<file path="src/rtl/nkc_pkg.sv">
// ----------------------------------------------------------------------------
// nkc_pkg: neighbor key classifier shared definitions
// Field widths, key layout constants, the per-group decode table and the
// count update shared by the pipeline stages.
// ----------------------------------------------------------------------------
package nkc_pkg;

	localparam int KEY_W             = 30;
	localparam int FIRST_NEIGHBORS   = 4;
	localparam int SECONDS_PER_FIRST = 3;
	localparam int SLOT_RADIX        = 5;
	localparam int SLOT_ABSENT       = 4;
	localparam int SLOT_VOLUME       = 3;

	localparam int FIRST_W  = 3;
	localparam int SECOND_W = 4;
	localparam int CODE_W   = 14;
	localparam int DIGIT_W  = 4;

	localparam int DEC_RADIX     = 10;
	localparam int DEC_TENS      = 10;
	localparam int DEC_HUNDREDS  = 100;
	localparam int DEC_THOUSANDS = 1000;

	localparam int PRESENT_W   = $clog2(FIRST_NEIGHBORS);
	localparam int REST_W      = KEY_W - PRESENT_W;
	localparam int GROUP_RADIX = SLOT_RADIX ** SECONDS_PER_FIRST;
	localparam int GROUP_BITS  = $clog2(GROUP_RADIX);
	localparam int GROUP_SHIFT = GROUP_BITS - 1;
	localparam int SLOT_CNT_W  = $clog2(SECONDS_PER_FIRST + 1);
	localparam int TAIL_W      = REST_W - (FIRST_NEIGHBORS - 1) * GROUP_SHIFT;

	localparam int IN_TDATA_W = ((KEY_W + 7) / 8) * 8;

	typedef logic [GROUP_BITS-1:0] nkc_group_val_t;

	typedef struct packed {
		logic                  missing;
		logic [SLOT_CNT_W-1:0] volume;
		logic [SLOT_CNT_W-1:0] surface;
		logic [SLOT_CNT_W-1:0] exist;
	} nkc_group_t;

	typedef nkc_group_t [(1 << GROUP_BITS)-1:0] nkc_group_tab_t;

	typedef struct packed {
		logic [FIRST_W-1:0]  present;
		logic [FIRST_W-1:0]  surface_first;
		logic [FIRST_W-1:0]  volume_first;
		logic [SECOND_W-1:0] volume_second;
		logic [SECOND_W-1:0] surface_second;
		logic [SECOND_W-1:0] indirect_second;
	} nkc_counts_t;

	typedef struct packed {
		logic [CODE_W-1:0]   class_code;
		logic [SECOND_W-1:0] indirect_second;
		logic [SECOND_W-1:0] surface_second;
		logic [SECOND_W-1:0] volume_second;
		logic [FIRST_W-1:0]  volume_first;
		logic [FIRST_W-1:0]  surface_first;
		logic [FIRST_W-1:0]  first_present;
	} nkc_result_t;

	localparam int RESULT_W    = $bits(nkc_result_t);
	localparam int OUT_TDATA_W = ((RESULT_W + 7) / 8) * 8;

	function automatic nkc_group_tab_t build_group_table();
		nkc_group_tab_t tab;
		int unsigned    v;
		int unsigned    d;
		for (int g = 0; g < (1 << GROUP_BITS); g++) begin
			tab[g] = '0;
			v = g;
			for (int s = 0; s < SECONDS_PER_FIRST; s++) begin
				d = v % SLOT_RADIX;
				v = v / SLOT_RADIX;
				if (d == SLOT_ABSENT) begin
					tab[g].missing = 1'b1;
				end else begin
					tab[g].exist = tab[g].exist + 1'b1;
					if (d == SLOT_VOLUME) begin
						tab[g].volume = tab[g].volume + 1'b1;
					end else begin
						tab[g].surface = tab[g].surface + 1'b1;
					end
				end
			end
		end
		return tab;
	endfunction

	localparam nkc_group_tab_t GROUP_TABLE = build_group_table();

	// fold one first neighbor's slot group into the running counts
	function automatic nkc_counts_t add_group(nkc_counts_t c, nkc_group_t info,
			int unsigned f);
		nkc_counts_t r;
		r = c;
		if (c.present > FIRST_W'(f)) begin
			r.volume_second  = c.volume_second + SECOND_W'(info.volume);
			r.surface_second = c.surface_second + SECOND_W'(info.surface);
			if (info.missing) begin
				r.surface_first = c.surface_first + 1'b1;
			end else begin
				r.volume_first = c.volume_first + 1'b1;
			end
		end else begin
			r.indirect_second = c.indirect_second + SECOND_W'(info.exist);
		end
		return r;
	endfunction

	function automatic logic [DIGIT_W-1:0] mod_ten(logic [SECOND_W-1:0] v);
		logic [SECOND_W-1:0] r;
		r = (v >= SECOND_W'(DEC_RADIX)) ? v - SECOND_W'(DEC_RADIX) : v;
		return DIGIT_W'(r);
	endfunction

endpackage

</file>
<file path="src/rtl/nkc_group_stage.sv">
// ----------------------------------------------------------------------------
// nkc_group_stage: slot group extraction stage
// Splits the low base-125 group off the remaining key with a reciprocal
// multiply, decodes its three slots and updates the counts. Registered output.
// ----------------------------------------------------------------------------
module nkc_group_stage #(
	parameter int STAGE = 0
) (
	input  logic                      clk,
	input  logic                      arst_n,
	input  logic                      in_valid,
	output logic                      in_ready,
	input  logic [nkc_pkg::REST_W-1:0] in_rest,
	input  nkc_pkg::nkc_counts_t      in_counts,
	output logic                      out_valid,
	input  logic                      out_ready,
	output logic [nkc_pkg::REST_W-1:0] out_rest,
	output nkc_pkg::nkc_counts_t      out_counts
);
	import nkc_pkg::*;

	localparam int IN_W   = REST_W - STAGE * GROUP_SHIFT;
	localparam int QW     = IN_W - GROUP_SHIFT;
	localparam int SH     = IN_W + GROUP_BITS;
	localparam int PROD_W = 2 * IN_W + 1;
	localparam longint unsigned RECIP_L =
		((64'd1 << SH) + 64'(GROUP_RADIX) - 64'd1) / 64'(GROUP_RADIX);
	localparam logic [IN_W:0] RECIP = (IN_W + 1)'(RECIP_L);

	logic [IN_W-1:0]       x;
	logic [PROD_W-1:0]     prod;
	logic [QW-1:0]         quot;
	nkc_group_val_t        rem;
	nkc_counts_t           counts_next;
	logic                  valid_q;
	logic [REST_W-1:0]     rest_q;
	nkc_counts_t           counts_q;

	assign x    = in_rest[IN_W-1:0];
	assign prod = PROD_W'(x) * PROD_W'(RECIP);
	assign quot = prod[SH +: QW];
	assign rem  = x[GROUP_BITS-1:0] - GROUP_BITS'(quot[GROUP_BITS-1:0] *
		GROUP_BITS'(GROUP_RADIX));

	assign counts_next = add_group(in_counts, GROUP_TABLE[rem], STAGE);

	assign in_ready = !valid_q || out_ready;

	always_ff @(posedge clk or negedge arst_n) begin
		if (!arst_n) begin
			valid_q <= 1'b0;
		end else if (in_ready) begin
			valid_q <= in_valid;
		end
	end

	always_ff @(posedge clk) begin
		if (in_valid && in_ready) begin
			rest_q   <= REST_W'(quot);
			counts_q <= counts_next;
		end
	end

	assign out_valid  = valid_q;
	assign out_rest   = rest_q;
	assign out_counts = counts_q;

endmodule

</file>
<file path="config.mk">
export PLATFORM = sky130hd
export DESIGN_NAME = nkc_group_stage
export DESIGN_NICKNAME = d
export VERILOG_FILES = /design/src/rtl/nkc_pkg.sv /design/src/rtl/nkc_group_stage.sv
export SDC_FILE = /design/constraint.sdc
export NUM_CORES = 1
export LEC_CHECK = 0
export BUFFER_PORTS_ARGS = -buffer_cell sky130_fd_sc_hd__buf_2
export CAP_MARGIN = 15
export CORE_UTILIZATION = 40
export DETAILED_ROUTE_END_ITERATION = 10
export GPL_TIMING_DRIVEN = 0
export PLACE_DENSITY = 0.57
export SETUP_SLACK_MARGIN = 0.1
export SLEW_MARGIN = 15
export SYNTH_ARGS = -nofsm -noshare
export SYNTH_HDL_FRONTEND = slang
export SYNTH_SLANG_ARGS = --single-unit
</file>
<file path="constraint.sdc">
create_clock -name clk -period 5.4 [get_ports clk]
set_input_delay 1.08 -clock clk [delete_from_list [all_inputs] [get_ports clk]]
set_output_delay 1.08 -clock clk [all_outputs]
set_load 0.01 [all_outputs]
</file>
[Yosys cells after proc, flatten, opt, wreduce, memory -nomap -nowiden]
Memory sizes are Yosys's and may differ from the RTL's.
Cells that the tools add are included.
W data, S select, Z words.
Storage, ports and cells
  bits in read-only memories: 896
  bits in registers: 44
  logic and storage cells: 27
  memories kept: 1
  output and inout port bits: 51
  RAM bits: 0
  input port bits: 53
  bits in latches: 0
Operators by class
  divide/modulo/power cells: 0
  equal/unequal tests: 0
  reductions and logical operators: 3
  bitwise operators: 0
  order comparisons: 2
  shifts and indexed selects: 0
  mux-type cells: 5
  add/sub/neg operators: 6
  $mul: 2
Memory list
  (no name shown): words 128, bits a word 7, rd ports 1, clocked after memory_dff 0, write ports 0, RTL line nkc_group_stage.sv:45  | assign counts_next = add_group(in_counts, GROUP_TABLE[rem], STAGE);
Operator list (count)
  $mul A28 B29 Y57 const B: 1
  $mux W14: 1
  $add A4 B2 Y4: 3
  $lt A7 B8 Y1 const B: 1
  $mul A7 B3 Y7 const B: 1
  $mux W7: 1
  $sub A7 B7 Y7: 1
  $add A3 B1 Y3 const B: 2
  $mux W3: 2
  $mux W4: 1
  $gt A3 B1 Y1 const B: 1
  $logic_and A1 B1 Y1: 1
  $logic_not A1 Y1: 1
  $logic_or A1 B1 Y1: 1

[Depth between registers and ports, before layout]
  word-level depth: 7
  gate-level depth with buffers: 46
  gate-level depth less buffers: 45

[Worst setup path after synthesis]
OpenSTA, ideal clock, no wires.
  kind: input to register
  from: input in_rest[25] in the netlist's numbering
  to: register counts_q (netlist bit out_counts[6]) (data pin)
  data arrival time: 10163 ps
  data required time: 5140 ps
  cell stages on the path: 39
  path slack: -5023 ps
  setup time: 260 ps
  path buffers: 2
  cell sequence: fa_1 -> xor2_1 -> ha_1 -> a21oi_1 -> fa_1 -> fa_1 -> fa_1 -> inv_1 -> fa_1 -> inv_1 -> fa_1 -> inv_1 -> ha_1 -> nand4_2 -> or3_1 -> a2111oi_2 -> o31ai_1 -> nand2b_1 -> [... 3 more ...] -> ha_1 -> fa_1 -> inv_1 -> ha_1 -> inv_1 -> or3_1 -> or3_1 -> o311ai_1 -> clkbuf_1 -> clkbuf_1 -> o221ai_1 -> a31oi_1 -> a21o_1 -> ha_1 -> inv_1 -> fa_1 -> nor2_1 -> xor2_1
RTL lines
  start: declaration: RTL line nkc_group_stage.sv:13  | input logic [nkc_pkg::REST_W-1:0] in_rest,
  end signal: assignment: RTL line nkc_group_stage.sv:60  | counts_q <= counts_next;
  end: declaration: RTL line nkc_group_stage.sv:37  | nkc_counts_t counts_q;

==> flow_summary.toml <==
[run_status]
status = "finished, violations left"
violations = "setup timing"

[cts]
cts_root_buffer = "clkbuf_16"
insertion_delay_ps = 290
clkTransAtPathRegs_ps = 70
cts_buffer_depth = 2
cts_tree = "built"
cts.sinks = 44
htreeDepth = 2
cts_made_buffers = 5

[timing]
worst_slew_pin_slew_ps = 649
hold_violations = 0
grt_setup_unrepaired = "yes"
finalWorstSetupSlack_ps = -4890
setup_viol = 40
period_minus_slack_ps = 10290
fin_setup_tns_ps = -119210
drv_slew = 0
timing.hold.ws_ps = 535
period_share_pct = 191
timing.fmax_ghz = 0.0972
slew_headroom_pct = 56.7
skew_ps = 3.35

[setup_path]
crit_path_end_kind = "flip-flop"
cp-start-kind = "primary input"
cpMostUsedCell = "fa_1"
cp_max_fo = 10
cp.arrival_ps = 10330
critPathRequiredTime_ps = 5440
crit_slowest_cell = "fa_2"
path_buf_inv = 11
cp_top_family = "adder cells"
slowest_delay_ps = 540
crit_type = "primary input to flip-flop"

[finish]
fill_cells = 3552
drive_gt1_share_pct = 22.9
num_antenna_cells = 0
final_cell_mix = "inv_1, ha_1, fa_1"
synthToLayoutAreaGrowth_pct = 23.3
fin_nets = 2466
area.sequential_um2 = 1320
mostFrequentLayoutCell = "inv_1"
multi_input_area_um2 = 13500

[floorplanning]
die_w_um = 199
fp.dieArea_um2 = 39400
initial_core_util_pct = 40.8
die_h_um = 199
ios = 104
rows = 71
coreArea_um2 = 37800

[place]
hpwl_um = 34500
gp_congestion = 0.896
portBuffers = 97
dp_slack_ps = -6250

[global_routing]
grt_pass1_wl_um = 63600
grt_use_total_pct = 21.0
antenna_found_initial = 0
grt_pass1_vias = 12000
grt_overflow_total = 0
grt_max_degree = 30

[yosys]
yosysTopAreaCell = "fa_1"
netlist_area_um2 = 15500
async_flop_share_pct = 2.27
netlist_instances = 1624
synth-edff-count = 43
synth_area_leaders = "fa_1, ha_1, inv_1"
synthFlopType = "edfxtp_1"
ys_types = 69
synth.top_cell.area_share_pct = 33.0
ys_seq_elements = 44
synth.avg_cell_area_um2 = 9.52
seq_area_frac_synth_pct = 8.52
synth_warnings = 0

[routing]
wl_per_cell_um = 17.3
dr.pass1.iters = 6
drc = 0
vias = 11500
routed_wl_um = 40400
viasPerCell = 4.95
drt_iter0_drc = 472
ant_nets = 0

[worst_hold_path]
hold_class = "flip-flop to flip-flop"

[flow_run]
drv_cap = 0
-- worst reg2reg max path: stages, from the launching register on --
cell	delay, ps
dfrtp_1	370
nand2b_1	110
and2_2	400
buf_12	250
-- cell type report --
cell class              count  share of cell area (%)
well taps                 511                    3.36
clock inverters             3                   0.243
clock buffers               5                   0.657
plain buffers              33                    1.20
repair buffers            186                    7.68
multi-input cells        1091                    70.8
inverters                 461                    9.15
flip-flops and latches     44                    6.91
-- per-stage QoR --
stage                     instance area [um2]  utilization [%]  instances
after floorplan                         15900                -       1629
after global placement                  17000             45.0       2237
after detailed placement                17100             45.1       2238
after CTS                               18400             48.7       2315
after global routing                    19100             50.4       2334
final                                   19100             50.4       2334
-- cell families after synthesis --
family	synth area share (%)
adder cells (fa/ha/maj)	60.2
buffers and inverters	12.2
AND/OR/NAND/NOR	6.72
AO/OA/AOI/OAI	8.72
XOR/XNOR	2.76
flip-flops	8.52
multiplexers	0.882
other	0.0243
-- registers in the layout, summed over array words and instances, names as in the netlist --
name / flops
out_valid: 1
out_counts: 21
out_rest: 22
-- final timing paths --
| check | startpoint | end | slack, ps | cells after the start |
|---|---|---|---|---|
| setup / recovery | in_rest[16] | out_counts[5] | -4890 | 40 |
| setup reg to reg | out_valid | out_rest[4] | 3960 | 3 |
| min in group asynchronous | arst_n | out_valid | 550 | 1 |
| hold / removal | out_valid | out_valid | 530 | 2 |
| hold reg to reg | out_valid | out_valid | 530 | 2 |
| max in group asynchronous | arst_n | out_valid | 4760 | 1 |
-- routing by layer --
layer	wire length, um	vias to the layer above	global-route usage [%]
li1	-	5561	-
met5	0	-	0
met2	19400	222	35.8
met1	18800	5729	28.7
met3	1680	32	2.56
met4	574	0	3.82
-- what timing repair did --
item / 4_1_cts / 5_1_grt
hold buffers: 0 / 0
endpoints found under the setup margin: 40 / 40
setup buffers: 69 / 37
cloned: 0 / 0
gates resized for setup: 159 / 126
pin swaps: 57 / 56
-- synth_stat cells, types with 6 or more instances --
cell type / n
edfxtp_1: 43
a31oi_1: 9
or2_2: 6
o21ai_0: 45
fa_1: 255
a21oi_1: 69
mux2i_1: 8
nand2_1: 74
inv_1: 461
clkbuf_1: 22
nor3_1: 16
a21o_1: 13
xor2_1: 14
buf_4: 6
a211oi_1: 8
nand4_1: 7
o211ai_1: 10
or3_1: 7
xnor2_1: 29
o21a_1: 8
nand2b_1: 10
nor2_1: 66
nand3_1: 16
ha_1: 336
nor2b_1: 10
Power is left out: the tool's default activity adds up to more than one toggle a clock period on the data nets, which glitch-free logic cannot reach.
