File: src/rtl/nkc_pkg.sv
// ----------------------------------------------------------------------------
// nkc_pkg: neighbor key classifier shared definitions
// Field widths, key layout constants, the per-group decode table and the
// count update shared by the pipeline stages.
// ----------------------------------------------------------------------------
package nkc_pkg;

	localparam int KEY_W             = 30;
	localparam int FIRST_NEIGHBORS   = 4;
	localparam int SECONDS_PER_FIRST = 3;
	localparam int SLOT_RADIX        = 5;
	localparam int SLOT_ABSENT       = 4;
	localparam int SLOT_VOLUME       = 3;

	localparam int FIRST_W  = 3;
	localparam int SECOND_W = 4;
	localparam int CODE_W   = 14;
	localparam int DIGIT_W  = 4;

	localparam int DEC_RADIX     = 10;
	localparam int DEC_TENS      = 10;
	localparam int DEC_HUNDREDS  = 100;
	localparam int DEC_THOUSANDS = 1000;

	localparam int PRESENT_W   = $clog2(FIRST_NEIGHBORS);
	localparam int REST_W      = KEY_W - PRESENT_W;
	localparam int GROUP_RADIX = SLOT_RADIX ** SECONDS_PER_FIRST;
	localparam int GROUP_BITS  = $clog2(GROUP_RADIX);
	localparam int GROUP_SHIFT = GROUP_BITS - 1;
	localparam int SLOT_CNT_W  = $clog2(SECONDS_PER_FIRST + 1);
	localparam int TAIL_W      = REST_W - (FIRST_NEIGHBORS - 1) * GROUP_SHIFT;

	localparam int IN_TDATA_W = ((KEY_W + 7) / 8) * 8;

	typedef logic [GROUP_BITS-1:0] nkc_group_val_t;

	typedef struct packed {
		logic                  missing;
		logic [SLOT_CNT_W-1:0] volume;
		logic [SLOT_CNT_W-1:0] surface;
		logic [SLOT_CNT_W-1:0] exist;
	} nkc_group_t;

	typedef nkc_group_t [(1 << GROUP_BITS)-1:0] nkc_group_tab_t;

	typedef struct packed {
		logic [FIRST_W-1:0]  present;
		logic [FIRST_W-1:0]  surface_first;
		logic [FIRST_W-1:0]  volume_first;
		logic [SECOND_W-1:0] volume_second;
		logic [SECOND_W-1:0] surface_second;
		logic [SECOND_W-1:0] indirect_second;
	} nkc_counts_t;

	typedef struct packed {
		logic [CODE_W-1:0]   class_code;
		logic [SECOND_W-1:0] indirect_second;
		logic [SECOND_W-1:0] surface_second;
		logic [SECOND_W-1:0] volume_second;
		logic [FIRST_W-1:0]  volume_first;
		logic [FIRST_W-1:0]  surface_first;
		logic [FIRST_W-1:0]  first_present;
	} nkc_result_t;

	localparam int RESULT_W    = $bits(nkc_result_t);
	localparam int OUT_TDATA_W = ((RESULT_W + 7) / 8) * 8;

	function automatic nkc_group_tab_t build_group_table();
		nkc_group_tab_t tab;
		int unsigned    v;
		int unsigned    d;
		for (int g = 0; g < (1 << GROUP_BITS); g++) begin
			tab[g] = '0;
			v = g;
			for (int s = 0; s < SECONDS_PER_FIRST; s++) begin
				d = v % SLOT_RADIX;
				v = v / SLOT_RADIX;
				if (d == SLOT_ABSENT) begin
					tab[g].missing = 1'b1;
				end else begin
					tab[g].exist = tab[g].exist + 1'b1;
					if (d == SLOT_VOLUME) begin
						tab[g].volume = tab[g].volume + 1'b1;
					end else begin
						tab[g].surface = tab[g].surface + 1'b1;
					end
				end
			end
		end
		return tab;
	endfunction

	localparam nkc_group_tab_t GROUP_TABLE = build_group_table();

	// fold one first neighbor's slot group into the running counts
	function automatic nkc_counts_t add_group(nkc_counts_t c, nkc_group_t info,
			int unsigned f);
		nkc_counts_t r;
		r = c;
		if (c.present > FIRST_W'(f)) begin
			r.volume_second  = c.volume_second + SECOND_W'(info.volume);
			r.surface_second = c.surface_second + SECOND_W'(info.surface);
			if (info.missing) begin
				r.surface_first = c.surface_first + 1'b1;
			end else begin
				r.volume_first = c.volume_first + 1'b1;
			end
		end else begin
			r.indirect_second = c.indirect_second + SECOND_W'(info.exist);
		end
		return r;
	endfunction

	function automatic logic [DIGIT_W-1:0] mod_ten(logic [SECOND_W-1:0] v);
		logic [SECOND_W-1:0] r;
		r = (v >= SECOND_W'(DEC_RADIX)) ? v - SECOND_W'(DEC_RADIX) : v;
		return DIGIT_W'(r);
	endfunction

endpackage

File: src/rtl/nkc_result_stage.sv
// ----------------------------------------------------------------------------
// nkc_result_stage: last group and class code
// Decodes the top slot group, finishes the counts, forms the decimal class
// code and holds the result until the downstream side takes it.
// ----------------------------------------------------------------------------
module nkc_result_stage (
	input  logic                      clk,
	input  logic                      arst_n,
	input  logic                      in_valid,
	output logic                      in_ready,
	input  logic [nkc_pkg::TAIL_W-1:0] in_tail,
	input  nkc_pkg::nkc_counts_t      in_counts,
	output logic                      out_valid,
	input  logic                      out_ready,
	output nkc_pkg::nkc_result_t      out_result
);
	import nkc_pkg::*;

	logic [TAIL_W-1:0] tail_mod;
	nkc_counts_t       c;
	logic [CODE_W-1:0] code;
	nkc_result_t       result_next;
	logic              valid_q;
	nkc_result_t       result_q;

	// tail stays below twice the group radix
	assign tail_mod = (in_tail >= TAIL_W'(GROUP_RADIX)) ?
		in_tail - TAIL_W'(GROUP_RADIX) : in_tail;

	assign c = add_group(in_counts, GROUP_TABLE[tail_mod[GROUP_BITS-1:0]],
		FIRST_NEIGHBORS - 1);

	assign code =
		CODE_W'(mod_ten(SECOND_W'(c.surface_first))) * CODE_W'(DEC_THOUSANDS) +
		CODE_W'(mod_ten(SECOND_W'(c.volume_first))) * CODE_W'(DEC_HUNDREDS) +
		CODE_W'(mod_ten(c.volume_second)) * CODE_W'(DEC_TENS) +
		CODE_W'(mod_ten(c.indirect_second));

	always_comb begin
		result_next.first_present   = c.present;
		result_next.surface_first   = c.surface_first;
		result_next.volume_first    = c.volume_first;
		result_next.volume_second   = c.volume_second;
		result_next.surface_second  = c.surface_second;
		result_next.indirect_second = c.indirect_second;
		result_next.class_code      = code;
	end

	assign in_ready = !valid_q || out_ready;

	always_ff @(posedge clk or negedge arst_n) begin
		if (!arst_n) begin
			valid_q <= 1'b0;
		end else if (in_ready) begin
			valid_q <= in_valid;
		end
	end

	always_ff @(posedge clk) begin
		if (in_valid && in_ready) begin
			result_q <= result_next;
		end
	end

	assign out_valid  = valid_q;
	assign out_result = result_q;

endmodule

File: config.mk
export PLATFORM = sky130hd
export DESIGN_NAME = nkc_result_stage
export DESIGN_NICKNAME = d
export VERILOG_FILES = /design/src/rtl/nkc_pkg.sv /design/src/rtl/nkc_result_stage.sv
export SDC_FILE = /design/constraint.sdc
export NUM_CORES = 1
export LEC_CHECK = 0
export BUFFER_PORTS_ARGS = -buffer_cell sky130_fd_sc_hd__clkbuf_2
export CORE_UTILIZATION = 35
export DETAILED_ROUTE_END_ITERATION = 10
export SYNTH_ARGS = -nofsm -noshare
export SYNTH_HDL_FRONTEND = slang
export SYNTH_SLANG_ARGS = --single-unit
File: constraint.sdc
create_clock -name clk -period 1.7 [get_ports clk]
set_input_delay 0.085 -clock clk [delete_from_list [all_inputs] [get_ports clk]]
set_output_delay 0.085 -clock clk [all_outputs]
set_load 0.02 [all_outputs]
# Yosys cells after proc, flatten, opt, wreduce, memory -nomap -nowiden
# Memories as Yosys holds them, arrays and structs flattened.
# Index checks and enable logic that the tools add are counted.
dict set report op_classes {
  n_mux 10
  add_sub_neg 13
  order_cmp 7
  n_eq_ne 0
  bitwise_logic 0
  div 0
  shifts 0
  n_mul 3
  n_reduce_logical 3
}
# op n
set op_table {}
lappend op_table {{$mux 4} 5}
lappend op_table {{$add 14x11->14} 1}
lappend op_table {{$add 14x4->14} 1}
lappend op_table {{$add 14x8->14} 1}
lappend op_table {{$mux 14} 1}
lappend op_table {{$mux 7} 2}
lappend op_table {{$add 4x2->4} 3}
lappend op_table {{$mul 4x7->11 const B} 1}
lappend op_table {{$ge 10x7->1 const B} 1}
lappend op_table {{$mul 4x5->9 const B} 1}
lappend op_table {{$ge 3x4->1 const B} 2}
lappend op_table {{$ge 4x4->1 const B} 2}
lappend op_table {{$lt 7x8->1 const B} 1}
lappend op_table {{$sub 3x4->4 const B} 2}
lappend op_table {{$sub 4x4->4 const B} 2}
lappend op_table {{$mul 4x3->7 const B} 1}
lappend op_table {{$sub 7x7->7 const B} 1}
lappend op_table {{$add 3x1->3 const B} 2}
lappend op_table {{$mux 3} 2}
lappend op_table {{$gt 3x2->1 const B} 1}
lappend op_table {{$logic_and 1x1->1} 1}
lappend op_table {{$logic_not 1->1} 1}
lappend op_table {{$logic_or 1x1->1} 1}
dict set report word_totals {
  inputBits 35
  rom_bits 896
  out_inout_bits 37
  ramBits 0
  memories 1
  ff_bits 36
  latchBits 0
  wordCells 45
}
# name words word_bits rd rd_ports_with_merged_regs write_ports line
set mem_list {}
lappend mem_list {{(no name shown)} 128 7 1 0 0 nkc_result_stage.sv:30} ;# assign c = add_group(in_counts, GROUP_TABLE[tail_mod[GROUP_BITS-1:0]],

# Depth between registers and ports, before layout
dict set report depth {
  ltp_word 12
  mapped_depth 39
  depth_no_buf 39
}

# Least setup slack after synthesis
# No wires, ideal clock.
dict set report synth_path {
  path_type {input -> register}
  startpoint {input in_tail[1] (netlist bit)}
  endpoint {register result_q (netlist bit out_result[34]) (data pin)}
  t_required_ps 1429
  arrival_ps 7624
  slack_ps -6195
  n_path_buf 1
  stages 37
  path_cell_list {inv_1 > ha_1 > nor2b_1 > o41a_4 > xnor2_1 > inv_1 > ha_1 > clkbuf_1 > o21ai_0 > a221oi_1 > o21ai_0 > a21oi_1 > o221ai_1 > o21ai_0 > ha_1 > fa_1 > mux2_2 > inv_1 > ha_1 > o21a_1 > and2_1 > nor2_1 > ha_1 > fa_1 > inv_1 > fa_1 > inv_1 > ha_1 > ha_1 > a21o_1 > a21oi_1 > nor2b_1 > o21a_1 > or4_1 > a31o_2 > a21oi_1 > xor2_1}
}
# element line
set synth_lines {}
lappend synth_lines {{start: declaration} nkc_result_stage.sv:11} ;# input logic [nkc_pkg::TAIL_W-1:0] in_tail,
lappend synth_lines {{end signal: assignment} nkc_result_stage.sv:61} ;# result_q <= result_next;
lappend synth_lines {{end: declaration} nkc_result_stage.sv:24} ;# nkc_result_t result_q;

==> metrics.txt <==
power share of the combinational group 0.753; hold_sp in_valid; total number of vias 4712; clock slew at the register clock pins of the worst setup and hold paths 0.05 ns; Leak 3.41 nW; r2r worst-path depth 3; Critical Path AT 7.22 ns; crit end category register; CTS Buf Count 5; worst-skew pair later-pin latency 0.28 ns; Commonest cells post-synth ha_1 (62), edfxtp_1 (34), inv_1 (34); top cell type by total area after synthesis edfxtp_1; Top FF cell, synth edfxtp_1; Int Power 6.13 mW; H-tree levels 2; Hold Path Sink out_valid; worst setup margin -5.49 ns; pin count of the biggest net entering global routing 35; first-pass GRT wire length 22200 um; FFs w/ async S/R, synth 0.0286; Pwr Total 10.0 mW; cell count of the worst hold path 2; Cells after Synth 489; top cell type's share of synthesized area 0.222; RePlAce Congestion 0.876; failing checks setup timing; critical path class input pin to register; final core utilization 0.599; DR vias/cell 5.14; syn_area_per_cell 9.41 um2; crit path time final 7.19 ns; Post-Syn Area 0.00460 mm2; Peak Freq 139 MHz; slowest CP cell fa_2; share of cells above drive strength 1 0.565; I/O pin count 72; clk sinks 35; Synth Warn # 0; Max Transition Viols Final 0; total track usage 0.208; FF-to-FF setup slack 0.52 ns; Routed WL 14000 um; Synth Register Bits 35; Reg-to-Reg Start out_valid; worst-path fanout max 4; Sw Share 0.389; net switching power 3.90 mW; Filler cells 1082; register area share after synthesis 0.227; Final Setup Violations 31; Port Buffers 71; clk root buf clkbuf_16; average routed wire per standard cell 15.3 um; Worst-Margin Slew 0.468 ns; pwr/cell area 1320 mW/mm2; initial antenna violation count 0; die height 117 um; Synth area leaders edfxtp_1 (22%), ha_1 (17%), fa_1 (5.7%); Detail Placement HPWL 10900 um; Worst EP required 1.73 ns; DRC errors left 0; FP Rows 41; Die ar. 0.0136 mm2; Antenna Nets Post-Route 0; max-cap violations 0; deepest clock path buffer count 2; drt first-iter violations 234; Max VDD drop 0.00109 V; Initial Utilization 0.362; Reg2Reg Capture Point out_result[32]; worst rel slew slack 0.687; Post-synth EDFFs 34; CTS tree done; synth unique cells 77; core box area 0.0127 mm2; Final period util 4.23; final hold viol count 0; sequential share of power 0.142; Min-Delay Path Class input pin to register; most common cell in the netlist ha_1; Net Count, Synth 599; gr ovfl total 0; ant diodes 0; Worst Skew 0.00517 ns; Nets 853; drt first pass iters 5; Critical Path Max Stage Delay 0.53 ns; outcome finished with violations; crit-path most repeated cell ha_4; CP Launch Type input pin; P&R area growth vs syn 65.6%; vias in the first global route 4603; unrepaired setup endpoints after global routing yes; die width 117 um; clock share of power 0.105
-- cell type report --
cell class | count | area, um2 | area share
flip-flops and latches | 35 | 1050 | 0.137
clock buffers | 5 | 125 | 0.0164
well taps | 172 | 215 | 0.0283
repair buffers | 275 | 2060 | 0.271
inverters | 35 | 143 | 0.0187
multi-input cells | 391 | 3980 | 0.523
clock inverters | 3 | 43.8 | 0.00575
-- how the worst max path moves through the flow --
stage	start	to	slack, ns	depth (start not counted)
floorplan	in_tail[1]	out_result[34]	-5.65	37
detailed placement	in_tail[1]	out_result[34]	-5.83	36
finish	in_tail[1]	out_result[34]	-5.49	38
global route	in_tail[1]	out_result[34]	-5.79	38
global placement	in_tail[1]	out_result[34]	-5.70	36
CTS	in_tail[1]	out_result[34]	-5.45	38
-- sequential cells by signal (all words and copies together), names as in the netlist --
register	flops
out_result	34
out_valid	1
-- layout by cell type, fill, tap and decap left out, drive strengths merged, types with 4 or more instances in the layout --
cell type  count
ha            62
o31ai          4
nand2b         5
o311ai         5
o211ai         4
mux2i         12
a311oi         4
o21a           7
a21o           8
a21oi         32
and2           4
buf          202
xor2          12
fa            13
nor2b          4
a31oi          5
nand4          4
nand2         29
a211oi        12
xnor2         17
clkbuf        75
edfxtp        34
mux2          10
a221oi         9
nand3         11
nor3          15
inv           34
o21ai         31
nor2          31
-- layer usage --
layer / routed length [um] / vias to the layer above / GRT usage
met1: 5670 / 2240 / 0.239
met4: 215 / 0 / 0.0633
li1: - / 2326 / -
met2: 7640 / 130 / 0.405
met5: 0 / - / 0
met3: 511 / 16 / 0.0182
-- critical path, delay by kind of cell --
family / cells / cell delay, ns
adder cells (fa/ha/maj): 10 / 2.79
AO/OA/AOI/OAI: 13 / 2.13
AND/OR/NAND/NOR: 6 / 1.20
multiplexers: 2 / 0.54
buffers and inverters: 6 / 0.42
XOR/XNOR: 1 / 0.07
-- cells by family (layout without fill, tap and decap cells) --
| family | Yosys count | in the layout | synth area share |
|---|---|---|---|
| AO/OA/AOI/OAI | 145 | 145 | 0.235 |
| XOR/XNOR | 29 | 29 | 0.0552 |
| AND/OR/NAND/NOR | 120 | 120 | 0.140 |
| buffers and inverters | 63 | 318 | 0.0623 |
| adder cells (fa/ha/maj) | 75 | 75 | 0.225 |
| flip-flops | 35 | 35 | 0.227 |
| multiplexers | 22 | 22 | 0.0550 |
-- timing repair --
action                                  CTS  global route
hold buffers                              3             0
resized for setup                        75            71
endpoints found under the hold margin     3             0
endpoints found under the setup margin   31            31
setup buffers                            23            17
pin swaps                                42            50
-- per-stage QoR --
| stage | area, um2 | setup slack (ns) | TNS [ns] | hold WS (ns) | cells |
|---|---|---|---|---|---|
| finish | 7620 | -5.49 | -85.78 | 0.00642 | 916 |
| global route | 7620 | -5.79 | -91.42 | 0.0132 | 916 |
| CTS | 7230 | -5.45 | -88.27 | 0.00243 | 909 |
| detailed placement | 6540 | -5.83 | -98.91 | -0.139 | 877 |
| global placement | 6540 | -5.70 | -96.26 | -0.140 | 877 |
| floorplan | 4790 | -5.65 | -89.67 | -0.211 | 489 |
-- power groups by stage --
stage	registers, mW	clock network (mW)	logic (mW)
after global routing	1.46	1.10	8.34
after global placement	1.45	0	5.80
after CTS	1.43	1.07	6.94
after detailed placement	1.45	0	5.93
final	1.43	1.05	7.55
after floorplan	1.69	0	3.41
Note: power is estimated with default switching activity, not from simulation.
